==> src/rtl/deq_pkg.sv <==
// ----------------------------------------------------------------------------
// deq_pkg
// Shared types, codes and defaults of the double-ended queue.
// ----------------------------------------------------------------------------
`timescale 1ns / 1ps

package deq_pkg;

    localparam int DEPTH_DEFAULT = 16;
    localparam int CMD_W         = 3;
    localparam int DATA_W        = 32;
    localparam int STATUS_W      = 2;

    typedef enum logic [CMD_W-1:0] {
        CMD_PUSH_FRONT = 3'd0,
        CMD_PUSH_BACK  = 3'd1,
        CMD_POP_FRONT  = 3'd2,
        CMD_POP_BACK   = 3'd3,
        CMD_PEEK_FRONT = 3'd4,
        CMD_PEEK_BACK  = 3'd5
    } cmd_t;

    typedef enum logic [STATUS_W-1:0] {
        ST_OK    = 2'd0,
        ST_EMPTY = 2'd1,
        ST_FULL  = 2'd2
    } status_t;

    typedef enum logic [1:0] {
        S_IDLE      = 2'd0,
        S_ACCESS    = 2'd1,
        S_WRITEBACK = 2'd2
    } state_t;

    // Controller to datapath
    typedef struct packed {
        logic load_item;
        logic access;
        logic load_result;
    } ctrl_cmd_t;

    // Datapath to controller
    typedef struct packed {
        logic rsp_free;
    } dp_status_t;

endpackage

==> src/rtl/deq_if.sv <==
// ----------------------------------------------------------------------------
// deq_if
// Valid/ready channels for queue commands and queue responses.
// ----------------------------------------------------------------------------
`timescale 1ns / 1ps

interface deq_req_if;
    logic                              valid;
    logic                              ready;
    logic [deq_pkg::CMD_W-1:0]         cmd;
    logic signed [deq_pkg::DATA_W-1:0] push_value;

    modport source (output valid, output cmd, output push_value, input ready);
    modport sink   (input valid, input cmd, input push_value, output ready);
endinterface

interface deq_rsp_if #(
    parameter int DEPTH = deq_pkg::DEPTH_DEFAULT
);
    localparam int CNT_W = $clog2(DEPTH + 1);

    logic                              valid;
    logic                              ready;
    logic signed [deq_pkg::DATA_W-1:0] read_value;
    logic [deq_pkg::STATUS_W-1:0]      status;
    logic                              is_empty;
    logic [CNT_W-1:0]                  occupancy;

    modport source (output valid, output read_value, output status, output is_empty,
                    output occupancy, input ready);
    modport sink   (input valid, input read_value, input status, input is_empty,
                    input occupancy, output ready);
endinterface

==> src/rtl/deq_ctrl.sv <==
// ----------------------------------------------------------------------------
// deq_ctrl
// Sequencer: take a command, access the ring, hand the response over.
// ----------------------------------------------------------------------------
`timescale 1ns / 1ps

module deq_ctrl (
    input  logic                   clk,
    input  logic                   rst_n,
    input  logic                   req_valid,
    output logic                   req_ready,
    input  deq_pkg::dp_status_t    dp_status,
    output deq_pkg::ctrl_cmd_t     ctrl_cmd
);

    deq_pkg::state_t state_reg;
    deq_pkg::state_t state_next;

    always_ff @(posedge clk or negedge rst_n)
    begin
        if (!rst_n)
        begin
            state_reg <= deq_pkg::S_IDLE;
        end
        else
        begin
            state_reg <= state_next;
        end
    end

    always_comb
    begin
        state_next = state_reg;
        unique case (state_reg)
            deq_pkg::S_IDLE:
            begin
                if (req_valid)
                begin
                    state_next = deq_pkg::S_ACCESS;
                end
            end
            deq_pkg::S_ACCESS:
            begin
                state_next = deq_pkg::S_WRITEBACK;
            end
            deq_pkg::S_WRITEBACK:
            begin
                // hold until the response register frees up
                if (dp_status.rsp_free)
                begin
                    state_next = deq_pkg::S_IDLE;
                end
            end
            default:
            begin
                state_next = deq_pkg::S_IDLE;
            end
        endcase
    end

    always_comb
    begin
        req_ready            = 1'b0;
        ctrl_cmd.load_item   = 1'b0;
        ctrl_cmd.access      = 1'b0;
        ctrl_cmd.load_result = 1'b0;
        unique case (state_reg)
            deq_pkg::S_IDLE:
            begin
                req_ready          = 1'b1;
                ctrl_cmd.load_item = req_valid;
            end
            deq_pkg::S_ACCESS:
            begin
                ctrl_cmd.access = 1'b1;
            end
            deq_pkg::S_WRITEBACK:
            begin
                ctrl_cmd.load_result = dp_status.rsp_free;
            end
            default:
            begin
                req_ready = 1'b0;
            end
        endcase
    end

    a_one_command: assert property (@(posedge clk) disable iff (!rst_n)
        $onehot0({ctrl_cmd.load_item, ctrl_cmd.access, ctrl_cmd.load_result}))
        else $error("deq_ctrl: more than one datapath command at once");

    a_access_follows_load: assert property (@(posedge clk) disable iff (!rst_n)
        ctrl_cmd.load_item |=> ctrl_cmd.access)
        else $error("deq_ctrl: accepted transaction not followed by ring access");

    a_writeback_follows_access: assert property (@(posedge clk) disable iff (!rst_n)
        ctrl_cmd.access |=> (state_reg == deq_pkg::S_WRITEBACK))
        else $error("deq_ctrl: ring access not followed by writeback");

endmodule

==> src/rtl/deq_datapath.sv <==
// ----------------------------------------------------------------------------
// deq_datapath
// Ring buffer storage, head index and count, and the response register.
// ----------------------------------------------------------------------------
`timescale 1ns / 1ps

module deq_datapath #(
    parameter int DEPTH = deq_pkg::DEPTH_DEFAULT,
    localparam int IDX_W = (DEPTH > 1) ? $clog2(DEPTH) : 1,
    localparam int CNT_W = $clog2(DEPTH + 1)
) (
    input  logic                              clk,
    input  logic                              rst_n,
    input  deq_pkg::ctrl_cmd_t                ctrl_cmd,
    output deq_pkg::dp_status_t               dp_status,
    input  logic [deq_pkg::CMD_W-1:0]         cmd,
    input  logic signed [deq_pkg::DATA_W-1:0] push_value,
    output logic                              rsp_valid,
    input  logic                              rsp_ready,
    output logic signed [deq_pkg::DATA_W-1:0] read_value,
    output logic [deq_pkg::STATUS_W-1:0]      status,
    output logic                              is_empty,
    output logic [CNT_W-1:0]                  occupancy
);

    localparam int SUM_W = CNT_W + 1;
    localparam logic [SUM_W-1:0] DEPTH_SUM = SUM_W'(DEPTH);
    localparam logic [CNT_W-1:0] DEPTH_CNT = CNT_W'(DEPTH);
    localparam logic [IDX_W-1:0] LAST_IDX  = IDX_W'(DEPTH - 1);

    logic [deq_pkg::DATA_W-1:0] mem [DEPTH];

    logic [deq_pkg::CMD_W-1:0]  cmd_reg;
    logic [deq_pkg::DATA_W-1:0] value_reg;
    logic [IDX_W-1:0]           head_reg;
    logic [IDX_W-1:0]           head_next;
    logic [CNT_W-1:0]           count_reg;
    logic [CNT_W-1:0]           count_next;
    logic [deq_pkg::DATA_W-1:0] rd_data_reg;
    logic                       rd_ok_reg;
    logic                       rd_ok_next;
    deq_pkg::status_t           res_status_reg;
    deq_pkg::status_t           res_status_next;

    logic                       rsp_valid_reg;
    logic [deq_pkg::DATA_W-1:0] rsp_value_reg;
    deq_pkg::status_t           rsp_status_reg;
    logic [CNT_W-1:0]           rsp_count_reg;

    logic                       ring_full;
    logic                       ring_empty;
    logic [IDX_W-1:0]           head_prev;
    logic [IDX_W-1:0]           head_succ;
    logic [SUM_W-1:0]           tail_sum;
    logic [SUM_W-1:0]           back_sum;
    logic [IDX_W-1:0]           tail_slot;
    logic [IDX_W-1:0]           back_slot;
    logic                       mem_we;
    logic                       mem_re;
    logic [IDX_W-1:0]           wr_addr;
    logic [IDX_W-1:0]           rd_addr;

    assign ring_full  = (count_reg == DEPTH_CNT);
    assign ring_empty = (count_reg == '0);
    assign head_prev  = (head_reg == '0) ? LAST_IDX : head_reg - IDX_W'(1);
    assign head_succ  = (head_reg == LAST_IDX) ? '0 : head_reg + IDX_W'(1);

    // one compare and subtract wraps head + count into the ring
    assign tail_sum  = SUM_W'(head_reg) + SUM_W'(count_reg);
    assign back_sum  = tail_sum - SUM_W'(1);
    assign tail_slot = (tail_sum >= DEPTH_SUM) ? IDX_W'(tail_sum - DEPTH_SUM)
                                               : IDX_W'(tail_sum);
    assign back_slot = (back_sum >= DEPTH_SUM) ? IDX_W'(back_sum - DEPTH_SUM)
                                               : IDX_W'(back_sum);

    always_comb
    begin
        head_next       = head_reg;
        count_next      = count_reg;
        res_status_next = deq_pkg::ST_OK;
        rd_ok_next      = 1'b0;
        mem_we          = 1'b0;
        mem_re          = 1'b0;
        wr_addr         = tail_slot;
        rd_addr         = head_reg;
        unique case (cmd_reg)
            deq_pkg::CMD_PUSH_FRONT:
            begin
                wr_addr = head_prev;
                if (ring_full)
                begin
                    res_status_next = deq_pkg::ST_FULL;
                end
                else
                begin
                    mem_we     = ctrl_cmd.access;
                    head_next  = head_prev;
                    count_next = count_reg + CNT_W'(1);
                end
            end
            deq_pkg::CMD_PUSH_BACK:
            begin
                if (ring_full)
                begin
                    res_status_next = deq_pkg::ST_FULL;
                end
                else
                begin
                    mem_we     = ctrl_cmd.access;
                    count_next = count_reg + CNT_W'(1);
                end
            end
            deq_pkg::CMD_POP_FRONT, deq_pkg::CMD_PEEK_FRONT:
            begin
                if (ring_empty)
                begin
                    res_status_next = deq_pkg::ST_EMPTY;
                end
                else
                begin
                    mem_re     = ctrl_cmd.access;
                    rd_ok_next = 1'b1;
                    if (cmd_reg == deq_pkg::CMD_POP_FRONT)
                    begin
                        head_next  = head_succ;
                        count_next = count_reg - CNT_W'(1);
                    end
                end
            end
            deq_pkg::CMD_POP_BACK, deq_pkg::CMD_PEEK_BACK:
            begin
                rd_addr = back_slot;
                if (ring_empty)
                begin
                    res_status_next = deq_pkg::ST_EMPTY;
                end
                else
                begin
                    mem_re     = ctrl_cmd.access;
                    rd_ok_next = 1'b1;
                    if (cmd_reg == deq_pkg::CMD_POP_BACK)
                    begin
                        count_next = count_reg - CNT_W'(1);
                    end
                end
            end
            default:
            begin
                // unused codes: no operation, status ok
                res_status_next = deq_pkg::ST_OK;
            end
        endcase
    end

    always_ff @(posedge clk)
    begin
        if (mem_we)
        begin
            mem[wr_addr] <= value_reg;
        end
        if (mem_re)
        begin
            rd_data_reg <= mem[rd_addr];
        end
    end

    always_ff @(posedge clk)
    begin
        if (ctrl_cmd.load_item)
        begin
            cmd_reg   <= cmd;
            value_reg <= push_value;
        end
        if (ctrl_cmd.access)
        begin
            res_status_reg <= res_status_next;
        end
        if (ctrl_cmd.load_result)
        begin
            rsp_value_reg  <= rd_ok_reg ? rd_data_reg : '0;
            rsp_status_reg <= res_status_reg;
            rsp_count_reg  <= count_reg;
        end
    end

    always_ff @(posedge clk or negedge rst_n)
    begin
        if (!rst_n)
        begin
            head_reg      <= '0;
            count_reg     <= '0;
            rd_ok_reg     <= 1'b0;
            rsp_valid_reg <= 1'b0;
        end
        else
        begin
            if (ctrl_cmd.access)
            begin
                head_reg  <= head_next;
                count_reg <= count_next;
                rd_ok_reg <= rd_ok_next;
            end
            if (ctrl_cmd.load_result)
            begin
                rsp_valid_reg <= 1'b1;
            end
            else if (rsp_ready)
            begin
                rsp_valid_reg <= 1'b0;
            end
        end
    end

    assign dp_status.rsp_free = !rsp_valid_reg || rsp_ready;

    assign rsp_valid  = rsp_valid_reg;
    assign read_value = rsp_value_reg;
    assign status     = rsp_status_reg;
    assign is_empty   = (rsp_count_reg == '0);
    assign occupancy  = rsp_count_reg;

    a_count_bound: assert property (@(posedge clk) disable iff (!rst_n)
        count_reg <= DEPTH_CNT)
        else $error("deq_datapath: entry count above depth");

    a_load_only_when_free: assert property (@(posedge clk) disable iff (!rst_n)
        ctrl_cmd.load_result |-> (!rsp_valid_reg || rsp_ready))
        else $error("deq_datapath: response overwritten before transaction");

    a_push_grows: assert property (@(posedge clk) disable iff (!rst_n)
        (ctrl_cmd.access && mem_we) |=> (count_reg == $past(count_reg) + CNT_W'(1)))
        else $error("deq_datapath: push did not grow the queue");

    a_count_stable_idle: assert property (@(posedge clk) disable iff (!rst_n)
        !ctrl_cmd.access |=> $stable(count_reg) && $stable(head_reg))
        else $error("deq_datapath: ring pointers moved outside an access");

    a_full_on_push_only: assert property (@(posedge clk) disable iff (!rst_n)
        (ctrl_cmd.access && res_status_next == deq_pkg::ST_FULL)
            |-> (cmd_reg == deq_pkg::CMD_PUSH_FRONT || cmd_reg == deq_pkg::CMD_PUSH_BACK))
        else $error("deq_datapath: full status on a non-push command");

endmodule

==> src/rtl/double_ended_queue.sv <==
// ----------------------------------------------------------------------------
// double_ended_queue
// Double-ended queue of signed 32-bit words held in a ring buffer.
// Steps: accept the command, ring access with registered memory read, and
// response load, which waits until the response register is free. A command
// is accepted only once the previous one is through; the response register
// can still hold the previous result while the next command is accepted.
// Reset: head index and count clear at once; storage is not cleared.
// ----------------------------------------------------------------------------
`timescale 1ns / 1ps

module double_ended_queue #(
    parameter int DEPTH = deq_pkg::DEPTH_DEFAULT
) (
    input  logic      clk,
    input  logic      rst_n,
    deq_req_if.sink   req,
    deq_rsp_if.source rsp
);

    localparam int CNT_W = $clog2(DEPTH + 1);

    deq_pkg::ctrl_cmd_t  ctrl_cmd;
    deq_pkg::dp_status_t dp_status;
    logic                req_ready;
    logic                rsp_valid;
    logic                is_empty;
    logic [CNT_W-1:0]    occupancy;
    logic signed [deq_pkg::DATA_W-1:0] read_value;
    logic [deq_pkg::STATUS_W-1:0]      status;

    deq_ctrl u_ctrl (
        .clk       (clk),
        .rst_n     (rst_n),
        .req_valid (req.valid),
        .req_ready (req_ready),
        .dp_status (dp_status),
        .ctrl_cmd  (ctrl_cmd)
    );

    deq_datapath #(
        .DEPTH (DEPTH)
    ) u_datapath (
        .clk        (clk),
        .rst_n      (rst_n),
        .ctrl_cmd   (ctrl_cmd),
        .dp_status  (dp_status),
        .cmd        (req.cmd),
        .push_value (req.push_value),
        .rsp_valid  (rsp_valid),
        .rsp_ready  (rsp.ready),
        .read_value (read_value),
        .status     (status),
        .is_empty   (is_empty),
        .occupancy  (occupancy)
    );

    assign req.ready      = req_ready;
    assign rsp.valid      = rsp_valid;
    assign rsp.read_value = read_value;
    assign rsp.status     = status;
    assign rsp.is_empty   = is_empty;
    assign rsp.occupancy  = occupancy;

endmodule
==> src/flat_wrapper.sv <==
// flat-port wrapper written by rule: the top's interface ports become plain ports
module double_ended_queue_flat 
#(
    parameter int DEPTH = deq_pkg::DEPTH_DEFAULT
)
  (clk, rst_n, req_valid, req_cmd, req_push_value, req_ready, rsp_valid, rsp_read_value, rsp_status, rsp_is_empty, rsp_occupancy, rsp_ready);
  deq_req_if req_i ();
  deq_rsp_if #(.DEPTH(DEPTH)) rsp_i ();
  input  logic clk;
  input  logic rst_n;
  input wire logic [$bits(req_i.valid)-1:0] req_valid;
  input wire logic [$bits(req_i.cmd)-1:0] req_cmd;
  input wire logic [$bits(req_i.push_value)-1:0] req_push_value;
  output wire logic [$bits(req_i.ready)-1:0] req_ready;
  output wire logic [$bits(rsp_i.valid)-1:0] rsp_valid;
  output wire logic [$bits(rsp_i.read_value)-1:0] rsp_read_value;
  output wire logic [$bits(rsp_i.status)-1:0] rsp_status;
  output wire logic [$bits(rsp_i.is_empty)-1:0] rsp_is_empty;
  output wire logic [$bits(rsp_i.occupancy)-1:0] rsp_occupancy;
  input wire logic [$bits(rsp_i.ready)-1:0] rsp_ready;
  assign req_i.valid = req_valid;
  assign req_i.cmd = req_cmd;
  assign req_i.push_value = req_push_value;
  assign req_ready = req_i.ready;
  assign rsp_valid = rsp_i.valid;
  assign rsp_read_value = rsp_i.read_value;
  assign rsp_status = rsp_i.status;
  assign rsp_is_empty = rsp_i.is_empty;
  assign rsp_occupancy = rsp_i.occupancy;
  assign rsp_i.ready = rsp_ready;
  double_ended_queue #(.DEPTH(DEPTH)) u_core (.clk(clk), .rst_n(rst_n), .req(req_i), .rsp(rsp_i));
endmodule
==> config.mk <==
export PLATFORM = sky130hd
export DESIGN_NAME = double_ended_queue_flat
export DESIGN_NICKNAME = d
export VERILOG_FILES = /design/src/rtl/deq_pkg.sv /design/src/rtl/deq_if.sv /design/src/rtl/deq_ctrl.sv /design/src/rtl/deq_datapath.sv /design/src/rtl/double_ended_queue.sv /design/src/flat_wrapper.sv
export SDC_FILE = /design/constraint.sdc
export NUM_CORES = 1
export LEC_CHECK = 0
export ABC_AREA = 1
export BUFFER_PORTS_ARGS = -buffer_cell sky130_fd_sc_hd__clkbuf_2
export CELL_PAD_IN_SITES_DETAIL_PLACEMENT = 2
export CELL_PAD_IN_SITES_GLOBAL_PLACEMENT = 2
export CORE_MARGIN = 5
export CORE_UTILIZATION = 46
export CTS_CLUSTER_DIAMETER = 100
export DETAILED_ROUTE_END_ITERATION = 10
export HOLD_SLACK_MARGIN = 0.12
export PLACE_DENSITY_LB_ADDON = 0.1
export SYNTH_ARGS = -nofsm -noshare
export SYNTH_HDL_FRONTEND = slang
export SYNTH_SLANG_ARGS = --single-unit
==> constraint.sdc <==
create_clock -name clk -period 7.1 [get_ports clk]
set_input_delay 0.71 -clock clk [delete_from_list [all_inputs] [get_ports clk]]
set_output_delay 0.71 -clock clk [all_outputs]
set_load 0.005 [all_outputs]
; ---- Yosys cells after proc, flatten, opt, wreduce, memory -nomap -nowiden
; Memories as Yosys holds them, arrays and structs flattened. A register that Yosys moved wholly into a read port is not among the register bits.
; Cells that the tools add are included.
[totals]
ff_bits = 89
memories = 1
mem_bits_rw = 512
elab_cells = 92
[memory_table]
columns = name, words, width, rd, rd_ports_with_merged_regs, write_ports, line
row1 = u_core.u_datapath.mem, 16, 32, 1, 1, 1, deq_datapath.sv:31  ; logic [deq_pkg::DATA_W-1:0] mem [DEPTH];
[op_classes]
magnitude_cmp = 2
addsub = 8
n_eq_ne = 17
reduce_logical = 17
muxes = 36
[ops]
columns = operator, n
row1 = $mux 4, 9
row2 = $mux 5, 5
row3 = $ne 2x2->1 const B, 8
row4 = $mux 1, 15
row5 = $pmux 5 s3, 1
row6 = $ge 6x5->1 const B, 2
row7 = $sub 4x1->4 const B, 3
row8 = $logic_not 5->1, 2
row9 = $pmux 4 s2, 1
row10 = $reduce_and 7->1, 1
row11 = $add 4x5->6, 1
row12 = $eq 3x2->1 const B, 2
row13 = $eq 3x3->1 const B, 2
row14 = $mux 2, 3
row15 = $pmux 2 s3, 1
row16 = $reduce_or 2->1, 3
row17 = $sub 6x1->6 const B, 1
row18 = $add 5x1->5 const B, 1
row19 = $eq 5x5->1 const B, 1
row20 = $reduce_and 5->1, 1
row21 = $sub 5x1->5 const B, 1
row22 = $add 4x1->4 const B, 1
row23 = $eq 4x4->1 const B, 1
row24 = $logic_not 4->1, 1
row25 = 12 further kinds, 13

; ---- Longest topological paths before layout
; Gate-level depths: netlist (run 1).
[logic_depth]
depth_word = 6
ltp_mapped = 13
ltp_nobuf = 12

; ---- Modules after synthesis
; A second synthesis (run 1) with hierarchy kept.
[unflattened]
cells_unflattened = 2434
hier_area_um2 = 27114.8
[modules_own_cells]
columns = module, instances, cells_per_inst, area_per_inst_um2, seq_area_each_um2
row1 = deq_datapath, 1, 2420, 27010.9, 18893.1
row2 = deq_ctrl, 1, 14, 103.8, 50.0

; ---- Worst setup path after synthesis (run 1)
; No wires, ideal clock.
[synth_timing]
path_type = input port to flip-flop
from = in req_valid
to = reg u_core.u_datapath.cmd_reg[0] (netlist bit) (enable)
slack_ps = 3330
setup_time_ps = 478
cell_stages = 1
arrival_ps = 3292
cell_sequence = nor3b_1
[synth_between]
elab_chain_cells = 1
[synth_lines]
columns = element, line
row1 = "start, declared", flat_wrapper.sv:11  ; input wire logic [$bits(req_i.valid)-1:0] req_valid;
row2 = $mux 1, deq_ctrl.sv:67  ; unique case (state_reg)
row3 = "end signal, assigned", deq_datapath.sv:171  ; cmd_reg <= cmd;
row4 = "end, declared", deq_datapath.sv:33  ; logic [deq_pkg::CMD_W-1:0] cmd_reg;
; No other way between the ends.
; A chain may end at the register's enable or synchronous reset.

; ---- Final worst setup path (run 1)
[layout_timing]
from = reg u_core.u_ctrl.state_reg[0]
to = mem u_core.u_datapath.mem[11][25] (netlist bit) (enable)
[layout_between]
elab_chain_cells = 6
[layout_lines]
columns = element, line
row1 = "start, declared", deq_ctrl.sv:16  ; deq_pkg::state_t state_reg;
row2 = "start signal, assigned", deq_ctrl.sv:23  ; state_reg <= deq_pkg::S_IDLE;
row3 = "start signal, assigned", deq_ctrl.sv:27  ; state_reg <= state_next;
row4 = $eq 2x1->1, deq_ctrl.sv:67
row5 = $mux 1, deq_ctrl.sv:67
row6 = $mux 1, "deq_datapath.sv:90, deq_datapath.sv:103"
row7 = $mux 1, n/a
row8 = $mux 1, deq_datapath.sv:157  ; if (mem_we)
row9 = $mux 1 (implied by the code), deq_datapath.sv:159  ; mem[wr_addr] <= value_reg;
row10 = "end, declared", deq_datapath.sv:31
; No other way between the ends.

==> results by stage, run 1 <==
STA:
- The number of failing hold endpoints at the final stage is 0.
- At the pin with the least slew margin, the transition time is 1.17 ns.
- The worst path uses 57.3% of the clock period.
- For the final database, setup skew stands at 0.0169 ns.
- The clock period could shrink to 4.06 ns.
- Setup violations remaining at the end of the flow were counted as 0.
- The worst pin sits at a relative slew slack of 21.7%.
- For the final routed database, the setup TNS stands at 0 ns.
- Setup repair after global routing left no endpoint under its margin.
- Based on the critical path, the design can be clocked at up to 0.246 GHz.
- The number of slew-limit violations in the final report is 0.

Synthesis:
- Dividing the synthesized area by the synthesized cell count gives 11.2 um2.
- The post-synthesis instance area is 27100 um2.
- For this run, the number of Yosys warnings is 0.
- Synthesis produced 2426 cells.
- The share of the synthesized area in the top cell type is 68.7%.
- edfxtp_1 is the most common cell in the netlist.
- The synthesized netlist devotes 0.355% of its cell area to XOR and XNOR gates.
- The async set-or-reset flop fraction in the synthesized netlist is 2.05%.
- The netlist uses 29 different library cells.
- The post-synthesis share of cell area spent on full adders, half adders and majority gates is 0.563%.
- The most used flip-flop cell after synthesis is edfxtp_1.
- In the synthesized netlist, the cells that appear most often are 620 x edfxtp_1, 532 x nand3_1, 476 x inv_1.
- Summing the areas of all and, or, nand and nor instances in the mapped netlist gives 19.8% of the synthesized area.
- After synthesis, the share of cell area in mux cells is 0%.
- Yosys attributes the largest share of cell area to edfxtp_1 69%, nand3_1 9.8%, inv_1 6.6%.
- The biggest area contributor in the post-synthesis netlist is edfxtp_1.
- After synthesis, the largest family of logic cells by area is simple AND/OR/NAND/NOR gates.
- The sequential-to-total area share from yosys stat is 69.9%.
- In this run, synthesis produced a sequential element count of 633.
- Counting flops with a built-in enable in the synthesized netlist gives 620.
- The area fraction in compound gates after synthesis is 0.499%.
- Synthesis produced a netlist with a net count of 2476.

Final layout:
- The post-layout net count is 2541.
- Of the cells placed in the final design, the portion with a size suffix greater than 1 is 9.52%.
- The largest register by flop count is u_core.u_datapath.mem.
- 0 antenna diodes ended up in the layout.
- The layout overhead on the synthesized area is 12.4%.
- The number of flip-flops in the largest register is 512.
- The finished layout holds 3315 standard cells, fillers aside.
- The number of filler instances in the final layout is 5742.

Clock network:
- The clock insertion delay at the later pin of the skew report is 0.61 ns.
- The number of resized instances in the post-cts repair step is 0.
- The hold buffer count at cts is 1.
- CTS placed an instance of clkbuf_16 at the clock tree root.
- After clock tree synthesis, the setup repair step added 0 buffers.
- The H-tree depth reported by CTS is 3.
- Clock-pin slew was measured on the worst setup and hold paths at 0.06 ns.
- The CTS tree is yes.
- The maximum number of buffers from clock root to sink is 3.
- The number of buffers inserted during clock tree synthesis is 70.
- The number of clock sinks seen by CTS is 633.

Pwr:
- The total power per unit cell area is 417 nW/um2.
- VDD sags by at most 0.570 mV.
- In this run the static leakage power is 0.0125 uW.
- The post-layout total power is 12700 uW.

Setup path:
- The required time reported for the critical path endpoint is 7.35 ns.
- The peak fanout along the critical path is 19.
- The critical path class is flop to flop.
- The slack of the worst reg-to-reg path is 3.04 ns.
- The worst setup path is launched from a flop.
- The arrival time reported for the critical path endpoint is 4.31 ns.
- STA classifies the critical path endpoint as a flop.

Placement:
- After legalization and detailed placement, the total HPWL measured 47000 um.
- The number of placed instances, taps included is 3191.
- The congestion estimate from routability-driven global placement came to 0.745.
- During placement, the flow inserted port buffers numbering 80.

Route:
- The remaining design rule violation count is 0.
- In the final routed layout, each cell accounts on average for 27.2 um.
- The detailed router placed 18800 vias in this run.
- Summed over all layers, the routed wires come to 90100 um.
- The violation count after the first detailed-routing iteration is 1460.
- The first detailed-routing pass took 5 iterations.
- After detailed routing, the number of vias per cell comes to 5.68.
- The count of nets left with antenna violations once routing finished came out at 0.

Global routing:
- The first-pass GRT wire length is 133000 um.
- After global routing the overflow that remains totals 0.
- The via count of the first global-routing pass is 21200.
- Entering global routing, the biggest net connects 142 pins.
- The global routing usage summed across all routing layers is 28.0%.
- The number of antenna violations at the first check in global routing is 0.

Floorplan:
- The horizontal die dimension is 253 um.
- The number of top-level pins is 81.
- The area of the core is 58700 um2.
- In this run the core area contains 89 standard-cell rows.
- The initial core utilization is 46.2%.
- The die height is 253 um.
- The die covers 63900 um2.

Worst hold path:
- The worst min-delay path class is input port to flop.

Status:
- The run finished with clean final reports.

Flow run:
- The tool flagged a number of max-cap violations equal to 0.
layout by cell type, fill, tap and decap left out, types with 8 or more instances in the layout:
master / netlist / layout
nor2_1: 37 / 19
clkbuf_16: 0 / 70
buf_4: 14 / 34
edfxtp_1: 620 / 620
nand3b_1: 96 / 96
clkbuf_2: 0 / 80
nor2_4: 0 / 18
clkbuf_1: 28 / 20
o21ai_0: 15 / 15
clkinv_2: 0 / 8
clkinv_1: 0 / 14
dfrtp_1: 13 / 12
inv_1: 476 / 476
nand2_1: 468 / 465
nand3_1: 532 / 531
ha_1: 9 / 9
metal layers:
| metal | share of wire (%) | track usage [%] |
|---|---|---|
| met3 | 5.1 | 3.73 |
| met1 | 40 | 35.1 |
| met4 | 3.3 | 9.50 |
| met5 | 0 | 0 |
| met2 | 52 | 50.3 |
metrics by stage:
step	worst slack (ns)	cell area [um2]	hold slack (ns)	utilization, %
after CTS	2.96	30500	0.235	51.9
after global placement	3.10	28400	0.413	48.3
after global routing	2.76	30500	0.241	51.9
after floorplan	3.33	27100	0.400	-
after detailed placement	3.00	28400	0.413	48.3
final	3.04	30500	0.268	51.9
critical path: stages, from the launching register on:
cell and delay (ns):
dfrtp_1 0.40, inv_1 0.08, nor2_1 0.36, inv_1 0.16
nor4_1 0.65, nand3_1 0.59, nor2_4 0.89, buf_4 0.57
logic make-up (layout without fill, tap and decap cells):
family	Yosys count	in the layout
XOR/XNOR	11	11
AO/OA/AOI/OAI	23	23
AND/OR/NAND/NOR	1146	1146
flip-flops	633	633
adder cells (fa/ha/maj)	11	11
buffers and inverters	602	718
power by group:
part,internal [uW],switching (uW)
combinational,1190,3320
sequential,4530,228
clock,1900,1540
total,7620,5090
area by class of cell:
cell class	instances	area (um2)	area share, %
clock buffers	90	1830	5.99
clock inverters	33	264	0.866
inverters	478	1790	5.89
multi-input cells	1191	5970	19.6
flip-flops and latches	633	18900	62.2
well taps	773	967	3.17
repair buffers	117	706	2.32
path summary, 6_finish.rpt:
| check | start | to | cells past startpoint |
|---|---|---|---|
| max reg2reg | u_core.u_ctrl.state_reg[0] | u_core.u_datapath.mem[11][25] | 7 |
| min in group asynchronous | rst_n | u_core.u_datapath.head_reg[3] | 2 |
| min reg2reg | u_core.u_datapath.res_status_reg[0] | u_core.u_datapath.status[0] | 0 |
| max in group asynchronous | rst_n | u_core.u_datapath.rd_ok_reg | 2 |
| min | req_push_value[13] | u_core.u_datapath.value_reg[13] | 1 |
| max | u_core.u_ctrl.state_reg[0] | u_core.u_datapath.mem[11][25] | 7 |
No activity file was read; power rests on OpenSTA's default activity.
==> run 2: changes to the inputs <==
--- a/config.mk
+++ b/config.mk
@@ -5,12 +5,12 @@
 export SDC_FILE = /design/constraint.sdc
 export NUM_CORES = 1
 export LEC_CHECK = 0
-export ABC_AREA = 1
+export ABC_AREA = 0
 export BUFFER_PORTS_ARGS = -buffer_cell sky130_fd_sc_hd__clkbuf_2
 export CELL_PAD_IN_SITES_DETAIL_PLACEMENT = 2
 export CELL_PAD_IN_SITES_GLOBAL_PLACEMENT = 2
 export CORE_MARGIN = 5
-export CORE_UTILIZATION = 46
+export CORE_UTILIZATION = 43
 export CTS_CLUSTER_DIAMETER = 100
 export DETAILED_ROUTE_END_ITERATION = 10
 export HOLD_SLACK_MARGIN = 0.12
==> constraint.sdc (replaced) <==
create_clock -name clk -period 4.1 [get_ports clk]
set_input_delay 0.41 -clock clk [delete_from_list [all_inputs] [get_ports clk]]
set_output_delay 0.41 -clock clk [all_outputs]
set_load 0.005 [all_outputs]
==> run 2 against run 1 <==
- power grew to 2.7 times the previous value
- setup slack worse by 2.7 ns
- via count is 40% higher
- sequential power is 80% higher
- register-to-register slack worse by 2.7 ns
- global-route usage is 1.9 points higher
- clock power is 90% higher
- synthesized cell count is 25% higher
- flip-flop and latch count stayed put
- largest cell class unchanged
==> results by stage, run 2 <==
Status:
- Outcome: finished, final reports clean (unchanged).

STA:
- The number of slew-limit violations in the final report is 0 (unchanged).
- The number of endpoints failing setup at the final stage was 0 (unchanged).
- The number of failing hold endpoints at the final stage was 0 (unchanged).
- The final critical-path required period was 3.79 ns (was 4.06 ns).
- The clock skew after layout is 0.0371 ns (was 0.0169 ns).
- RSZ-0062 raised after global routing: false (unchanged).
- The final worst-path setup slack is 0.312 ns (was 3.04 ns).
- The maximum clock frequency is 0.264 GHz (was 0.246 GHz).
- The final period utilization is 92.4% (was 57.3%).
- The relative slew slack was 5.12% (was 21.7%).
- The worst-margin pin slew is 1.42 ns (was 1.17 ns).

Synthesis:
- The count of cell types in the netlist came to 52 (was 29).
- The share of the synthesized area in the top cell type was 56.4% (was 68.7%).
- Synth area leaders: edfxtp_1 56%, nand2b_1 7.1%, nand2_1 5.9% (was edfxtp_1 69%, nand3_1 9.8%, inv_1 6.6%).
- The sequential-to-total area share from yosys stat came to 57.4% (was 69.9%).
- The post-synthesis instance area is 33000 um2 (was 27100 um2).
- The post-synthesis cell type with the largest combined area was edfxtp_1 (unchanged).
- The average cell area after synthesis came to 10.9 um2 (was 11.2 um2).
- The async set-or-reset flop fraction in the synthesized netlist is 2.05% (unchanged).
- The number of flops mapped to enable cells by yosys is 620 (unchanged).
- The most frequent cell after synthesis is edfxtp_1 (unchanged).
- The post-synthesis net count was 3072 (was 2476).
- The post-synthesis sequential element count is 633 (unchanged).
- The prevailing post-synth register cell is edfxtp_1 (unchanged).
- The count of yosys warnings during synthesis was 0 (unchanged).
- The number of cells produced by synthesis came to 3022 (was 2426).
- Ranking of synthesized cells by instance count: 620 x edfxtp_1, 521 x nand2_1, 376 x nand2b_1 (was 620 x edfxtp_1, 532 x nand3_1, 476 x inv_1).

Clock network:
- The root cell of the clock tree was clkbuf_16 (unchanged).
- The maximum number of buffers from clock root to sink is 3 (unchanged).
- The clock transition at the register clock pins on the worst setup and hold paths after CTS is 0.06 ns (about the same).
- The clock insertion delay at the later pin of the skew report is 0.64 ns (was 0.61 ns).
- The H-tree depth reported by CTS is 3 (unchanged).
- The number of buffers inserted during clock tree synthesis is 73 (was 70).
- The CTS tree is yes (unchanged).
- The number of clock sinks seen by CTS is 633 (unchanged).

Final layout:
- The post-route non-filler standard cell count is 4090 (was 3315).
- The post-layout net count is 3049 (was 2541).
- The layout cell share with drive strength beyond 1 was 9.76% (was 9.52%).
- The core occupancy in the finished layout came to 49.1% (was 51.9%).
- The layout overhead on the synthesized area came to 13.1% (was 12.4%).
- Commonest cells after routing, fill and taps aside: 620 x edfxtp_1, 519 x nand2_1, 376 x nand2b_1, 248 x a211oi_1, 136 x nor2_1 (was 620 x edfxtp_1, 531 x nand3_1, 476 x inv_1, 465 x nand2_1, 96 x nand3b_1).
- The leading cell type in the layout, fill and taps excluded was edfxtp_1 (unchanged).
- The number of flip-flops in the largest register came to 512 (unchanged).
- The largest register by flop count was u_core.u_datapath.mem (unchanged).

Worst hold path:
- The worst min-delay path class is input port to flop (unchanged).

Route:
- The post-detailed-route wirelength per cell is 30.8 um (was 27.2 um).
- The remaining design rule violation count was 0 (unchanged).
- The number of vias per cell came to 6.44 (was 5.68).
- The routed wire length is 126000 um (was 90100 um).
- The via count of the routed design is 26300 (was 18800).
- The violation count after the first detailed-routing iteration came to 2214 (was 1460).
- The number of routed nets with antenna violations is 0 (unchanged).
- The number of optimization iterations in the first detailed-route pass is 7 (was 5).

Floorplan:
- The initial core utilization is 43.4% (was 46.2%).
- The area of the core is 76100 um2 (was 58700 um2).
- The standard-cell row count is 101 (was 89).
- The die height is 287 um (was 253 um).
- The horizontal die dimension is 287 um (was 253 um).
- The die footprint is 82400 um2 (was 63900 um2).
- The number of top-level pins is 81 (unchanged).

Setup path:
- The arrival time reported for the critical path endpoint is 4.26 ns (was 4.31 ns).
- The endpoint type of the worst setup path was a flop (unchanged).
- The critical path class is flop to flop (unchanged).
- The peak fanout along the critical path came to 62 (was 19).
- The startpoint type of the worst setup path was a flop (unchanged).
- The required time reported for the critical path endpoint came to 4.57 ns (was 7.35 ns).

Placement:
- The number of placed instances, taps included is 3917 (was 3191).
- The placer's final routability congestion estimate is 0.798 (was 0.745).
- The setup slack after placement came to 0.430 ns (was 3.00 ns).
- The detailed-placement wirelength estimate is 69300 um (was 47000 um).
- The count of buffers inserted at the top-level ports is 80 (unchanged).

Pwr:
- The net switching component of the power came to 16000 uW (was 5090 uW).
- The switching power share of the total is 46.1% (was 40.0%).
- The clock group share of total power is 18.8% (was 27.1%).
- The cell-internal power came to 18700 uW (was 7620 uW).
- The share of total power in sequential cells is 24.6% (was 37.4%).
- The leakage component of the power is 0.0125 uW (about the same).
- The total power per unit cell area came to 930 nW/um2 (was 417 nW/um2).
- The post-layout total power came to 34700 uW (was 12700 uW).
- The worst IR drop on VDD is 1.13 mV (was 0.570 mV).
- The part of the power in combinational logic is 56.6% (was 35.5%).

Global routing:
- The via count of the first global-routing pass is 29300 (was 21200).
- The final global-route overflow total is 0 (unchanged).
- The maximum number of pins on one net before global-route repair is 175 (was 142).
- The first-pass GRT wire length was 187000 um (was 133000 um).
- The number of antenna violations at the first check in global routing is 8 (was 0).
- The global routing usage summed across all routing layers is 29.9% (was 28.0%).

Flow run:
- The max-cap violation count came to 0 (unchanged).
## run 2: cell count changes in the layout (fill, tap and decap cells not counted), moves of 66 or more
cell,delta
nand3_1,-527
inv_1,-470
nand2b_1,+376
a211oi_1,+248
a21oi_1,+126
mux2i_1,+126
a22oi_1,+124
a311oi_1,+124
nor2_1,+117
nand3b_1,-96
nand4_1,+94
o211ai_1,+66
## run 2: power groups by stage
stage	clock [uW]	combinational, uW	sequential [uW]
2_1_floorplan	0	13400	8320
3_3_place_gp	0	18000	8620
3_5_place_dp	0	19300	8670
4_1_cts	6590	19600	8550
5_1_grt	6850	21200	8590
6_report	6520	19600	8550
## run 2: logic make-up after synthesis
kind of cell,Yosys count,share of synthesized area [%]
AO/OA/AOI/OAI,733,16.1
XOR/XNOR,15,0.588
adder cells (fa/ha/maj),11,0.463
buffers and inverters,302,3.80
flip-flops,633,57.4
multiplexers,129,3.92
AND/OR/NAND/NOR,1199,17.7
## run 2: repair_timing
action | 4_1_cts | 5_1_grt
buffers inserted | 0 | 0
hold buffers | 37 | 0
gates resized for setup | 0 | 0
hold endpoints to repair | 49 | 0
## run 2: worst max-delay path, cell delays in order (launching register included)
cell     delay [ns]
dfrtp_1        0.55
ha_1           0.31
fa_1           0.42
xor2_1         0.21
nor3_1         0.34
xor3_1         0.40
o21ai_4        0.16
buf_4          0.74
nand4_1        0.28
nand4_1        0.20
## run 2: worst paths after layout
check                                               startpoint                               end  slack (ns)  depth (start not counted)
setup / recovery                 u_core.u_datapath.head_reg[0]  u_core.u_datapath.rd_data_reg[7]        0.31                          9
max in group asynchronous                                rst_n     u_core.u_datapath.head_reg[1]        3.52                          2
min in group asynchronous                                rst_n     u_core.u_datapath.head_reg[0]        0.24                          2
setup reg to reg                 u_core.u_datapath.head_reg[0]  u_core.u_datapath.rd_data_reg[7]        0.31                          9
hold reg to reg            u_core.u_datapath.res_status_reg[0]       u_core.u_datapath.status[0]        0.42                          0
hold / removal                                       rsp_ready       u_core.u_datapath.rsp_valid        0.15                          3
## run 2: final cells by class
| class | instances | area, um2 |
|---|---|---|
| Fill cell | 7581 | 38800 |
| Sequential cell | 633 | 18900 |
| Multi-Input combinational cell | 2087 | 13000 |
| Clock buffer | 90 | 1910 |
| Timing Repair Buffer | 195 | 1710 |
| Tap cell | 1030 | 1290 |
| Clock inverter | 40 | 407 |
| Inverter | 9 | 51.3 |
| Antenna cell | 6 | 15.0 |
## run 2: routing by layer
metal / global-route usage, % / wire length, um
met3: 5.08 / 7630
met4: 11.4 / 4920
met5: 0 / 0
met1: 38.6 / 52100
met2: 50.8 / 61400
## run 2: metrics by stage
| stage | setup TNS, ns | hold slack (ns) | instance area (um2) |
|---|---|---|---|
| floorplan | -198.15 | 0.114 | 33000 |
| global placement | 0 | 0.329 | 34600 |
| detailed placement | 0 | 0.345 | 34600 |
| CTS | 0 | 0.129 | 37300 |
| global route | 0 | 0.171 | 37300 |
| finish | 0 | 0.152 | 37300 |
